--- src/rcsi_div.sv ---
// ----------------------------------------------------------------------------
// rcsi_div
// pipelined signed divider, one quotient bit per stage, rounded to nearest
// with ties away from zero, magnitude saturated to LIM
// ----------------------------------------------------------------------------
module rcsi_div #(
    parameter int NW  = 32,
    parameter int DW  = 16,
    parameter int QW  = 21,
    parameter int LIM = 1048576
) (
    input  logic                 clk,
    input  logic signed [NW:0]   num,
    input  logic signed [DW:0]   den,
    output logic signed [QW:0]   quo
);

    localparam logic [QW-1:0] LIM_Q = QW'(LIM);

    logic [NW-1:0] un_next;
    logic [DW-1:0] ud_next;
    logic [NW:0]   nr_next;
    logic          ovf_next;

    logic [DW-1:0] rem_reg [0:QW];
    logic [QW-1:0] low_reg [0:QW];
    logic [QW-1:0] q_reg   [0:QW];
    logic [DW-1:0] ud_reg  [0:QW];
    logic          neg_reg [0:QW];
    logic          ovf_reg [0:QW];

    logic [QW-1:0]      mag_next;
    logic signed [QW:0] quo_reg;

    always_comb
    begin
        un_next  = num[NW] ? NW'(-num) : NW'(num);
        ud_next  = den[DW] ? DW'(-den) : DW'(den);
        nr_next  = (NW+1)'(un_next) + (NW+1)'(ud_next >> 1);
        ovf_next = (nr_next >> QW) >= (NW+1)'(ud_next);
    end

    always_ff @(posedge clk)
    begin
        rem_reg[0] <= DW'(nr_next >> QW);
        low_reg[0] <= nr_next[QW-1:0];
        q_reg[0]   <= '0;
        ud_reg[0]  <= ud_next;
        neg_reg[0] <= num[NW] ^ den[DW];
        ovf_reg[0] <= ovf_next;
    end

    for (genvar k = 1; k <= QW; k++)
    begin : g_stage
        logic [DW:0] r2;
        logic        ge;

        always_comb
        begin
            r2 = {rem_reg[k-1], low_reg[k-1][QW-1]};
            ge = r2 >= {1'b0, ud_reg[k-1]};
        end

        always_ff @(posedge clk)
        begin
            rem_reg[k] <= ge ? DW'(r2 - {1'b0, ud_reg[k-1]}) : DW'(r2);
            low_reg[k] <= low_reg[k-1] << 1;
            q_reg[k]   <= {q_reg[k-1][QW-2:0], ge};
            ud_reg[k]  <= ud_reg[k-1];
            neg_reg[k] <= neg_reg[k-1];
            ovf_reg[k] <= ovf_reg[k-1];
        end
    end

    always_comb
    begin
        mag_next = (ovf_reg[QW] || q_reg[QW] > LIM_Q) ? LIM_Q : q_reg[QW];
    end

    always_ff @(posedge clk)
    begin
        quo_reg <= neg_reg[QW] ? -$signed({1'b0, mag_next}) : $signed({1'b0, mag_next});
    end

    assign quo = quo_reg;

endmodule

--- config.mk ---
export PLATFORM = sky130hd
export DESIGN_NAME = rcsi_div
export DESIGN_NICKNAME = d
export VERILOG_FILES = /design/src/rcsi_div.sv
export SDC_FILE = /design/constraint.sdc
export NUM_CORES = 2
export LEC_CHECK = 0
export ABC_AREA = 1
export BUFFER_PORTS_ARGS = -buffer_cell sky130_fd_sc_hd__buf_2
export CORE_MARGIN = 8
export CORE_UTILIZATION = 62
export CTS_CLUSTER_DIAMETER = 80
export DETAILED_ROUTE_END_ITERATION = 8
export PLACE_DENSITY_LB_ADDON = 0.15
export SLEW_MARGIN = 20
export SYNTH_ARGS = -nofsm -noshare
export SYNTH_HDL_FRONTEND = slang
export SYNTH_SLANG_ARGS = --single-unit
--- constraint.sdc ---
create_clock -name clk -period 5.7 [get_ports clk]
set_input_delay 1.14 -clock clk [delete_from_list [all_inputs] [get_ports clk]]
set_output_delay 1.14 -clock clk [all_outputs]
set_load 0.02 [all_outputs]
==> results_dict.tcl <==
set metrics [dict create \
    antennaDiodeCount 0 \
    cp_top_family "compound AO/OA/AOI/OAI gates" \
    cts.sinks 1196 \
    postRouteWirelength_um 94800 \
    port_buffers 72 \
    fin_skew_ns 0.0407 \
    critical_path_class "in -> reg" \
    setup_slack_ns 0.982 \
    dr.max_layer_used "met4" \
    hold_viol_final 0 \
    ant_nets 0 \
    grt_pass1_vias 30700 \
    synthFlopType "dfxtp_1" \
    whs_ns 0.298 \
    boundaryPins 73 \
    num_rows 99 \
    r2r-end "rem_reg[2][22]" \
    drtIter0Drc 1784 \
    die_y_um 288 \
    whs_path_depth 0 \
    dp.cells 5989 \
    grt_usage 0.226 \
    wl_met2_um 42400 \
    cts_setup_buffers 0 \
    tightest_slew_ns 1.06 \
    ys_warn_count 0 \
    post-synth-top-area-cell "dfxtp_1" \
    cts_buffer_depth 3 \
    p_leak_nw 24.6 \
    min_to "low_reg[8][41]" \
    synth_area_um2 45900 \
    holdCritPathClass "reg -> reg" \
    core-area_um2 73100 \
    period_share 0.828 \
    synth_edf_count 0 \
    placed_area_um2 47200 \
    largest_reg_flops 336 \
    power_density_nw_per_um2 636 \
    slowest_delay_ns 0.32 \
    synth.area.top_cells "dfxtp_1 52%, ha_1 9.8%, nand2_1 5.6%" \
    async_flop_share 0 \
    yosysMostFrequentCell "dfxtp_1" \
    drc 0 \
    place_ws_ns 0.313 \
    finalSetupTns_ns 0 \
    drive_above_1_share 0.0678 \
    cts_hold_buf 0 \
    r2r_slack_ns 2.52 \
    syn_nets 5448 \
    grt_remaining_overflow 0 \
    critPathLaunchType "input port" \
    clock_latency_ns 0.67 \
    postSynthCellCount 5017 \
    crit_buf_inv 6 \
    die_area_um2 83000 \
    ys_types 53 \
    dpl.hpwl_um 72000 \
    crit_top_cell "nand2_1" \
    final-max-slew-violation-count 0 \
    syn_area_per_cell_um2 9.14 \
    ir_drop_mv 0.345 \
    crit_arrival_ns 5.28 \
    start_util 0.628 \
    wl_met3_um 4250 \
    hp-start "low_reg[8][19]" \
    vias 31900 \
    grt_first_pass_wirelength_um 154000 \
    cts_tree "built" \
    nets 5576 \
    syn_to_final_growth_pct 11.7 \
    wl_per_cell_um 15.3 \
    slew_headroom 0.294 \
    met1_length_um 45500 \
    end_kind "flip-flop" \
    synthTopCellsByCount "1196 x dfxtp_1, 689 x nand2_1, 649 x inv_1" \
    yosys_register_bits 1196 \
    final_area_um2 51300 \
    grt_max_degree 33 \
    antenna_found_initial 0 \
    slowest_stage "a211oi_1" \
    worstPathRequired_ns 6.26 \
    setup_viol 0 \
    place.gp.congestion 0.918 \
    cts_buffers 113 \
    fmax_mhz 212 \
    layout.cells.non_filler 6196 \
    detailedRoute.firstPassIterationCount 5 \
    path_max_fanout 4 \
    r2r-start "ud_reg[4][6]" \
    path_depth 30 \
    h-tree-depth 3 \
    yosysSeqAreaShare 0.522 \
    worst_r2r_path_depth 11 \
    cts_root_buffer "clkbuf_16" \
    die_w_um 288 \
    clkTransAtPathRegs_ns 0.07 \
    viasPerCell 5.15 \
    rsz0062_at_grt "false" \
    cts_resized 0 \
    maxCapViolCount 0 \
    min_period_ns 4.72 \
    status "finished, final reports clean" \
    synth_top_area_frac 0.522 \
]
==> placed cells by master (no fill, tap or decap), drive strengths merged, types with 37 or more instances in the layout <==
master     n
a21oi    512
buf       82
clkbuf   138
dfxtp   1196
ha       359
inv      674
nand2    714
nand3    143
nor2     549
nor4      37
o21ai    122
xnor2    133
xor2     193
==> through the flow <==
stage / utilization / power, W
after detailed placement: 0.645 / 0.0245
final: 0.701 / 0.0326
after global routing: 0.701 / 0.0350
after CTS: 0.701 / 0.0327
after global placement: 0.645 / 0.0243
after floorplan: - / 0.0217
==> layout make-up <==
cell class | instances | area, um^2
clock buffer | 138 | 3100
multi-input combinational | 3091 | 19100
timing repair buffer | 82 | 435
clock inverter | 69 | 987
tap | 959 | 1200
fill | 5652 | 21800
sequential | 1196 | 23900
inverter | 661 | 2480
==> worst register-to-register path, delay by kind of cell (launching register included) <==
family	cells	cell delay (ns)
simple gates	6	1.30
compound gates	3	0.99
flops	1	0.38
fa+ha+maj	1	0.37
buf+inv	1	0.06
==> worst max path at each step <==
| stage | startpoint | to | slack (ns) |
|---|---|---|---|
| 2_1_floorplan | num[32] | ovf_reg[0][0] | 0.59 |
| 3_3_place_gp | den[0] | ovf_reg[0][0] | 0.34 |
| 3_5_place_dp | den[0] | ovf_reg[0][0] | 0.31 |
| 4_1_cts | den[0] | ovf_reg[0][0] | 1.02 |
| 5_1_grt | den[0] | ovf_reg[0][0] | 0.61 |
| 6_report | den[0] | ovf_reg[0][0] | 0.98 |
==> power breakdown <==
part / internal (W) / switching, W
Clock: 0.00475 / 0.00322
Combinational: 0.00482 / 0.00724
Sequential: 0.0112 / 0.00132
==> cells by family (layout without fill, tap and decap cells) <==
group | Yosys count | in the layout | synth area share
compound gates | 833 | 833 | 0.103
xor+xnor | 326 | 326 | 0.0631
flops | 1196 | 1196 | 0.522
fa+ha+maj | 380 | 380 | 0.107
buf+inv | 730 | 950 | 0.0616
simple gates | 1552 | 1552 | 0.143
==> per-layer routing <==
layer,global-route usage,vias up
li1,-,16500
met1,0.311,14500
met2,0.368,700
met3,0.0331,177
met4,0.0677,0
met5,0,-
Power figures use the tool's default switching activity.
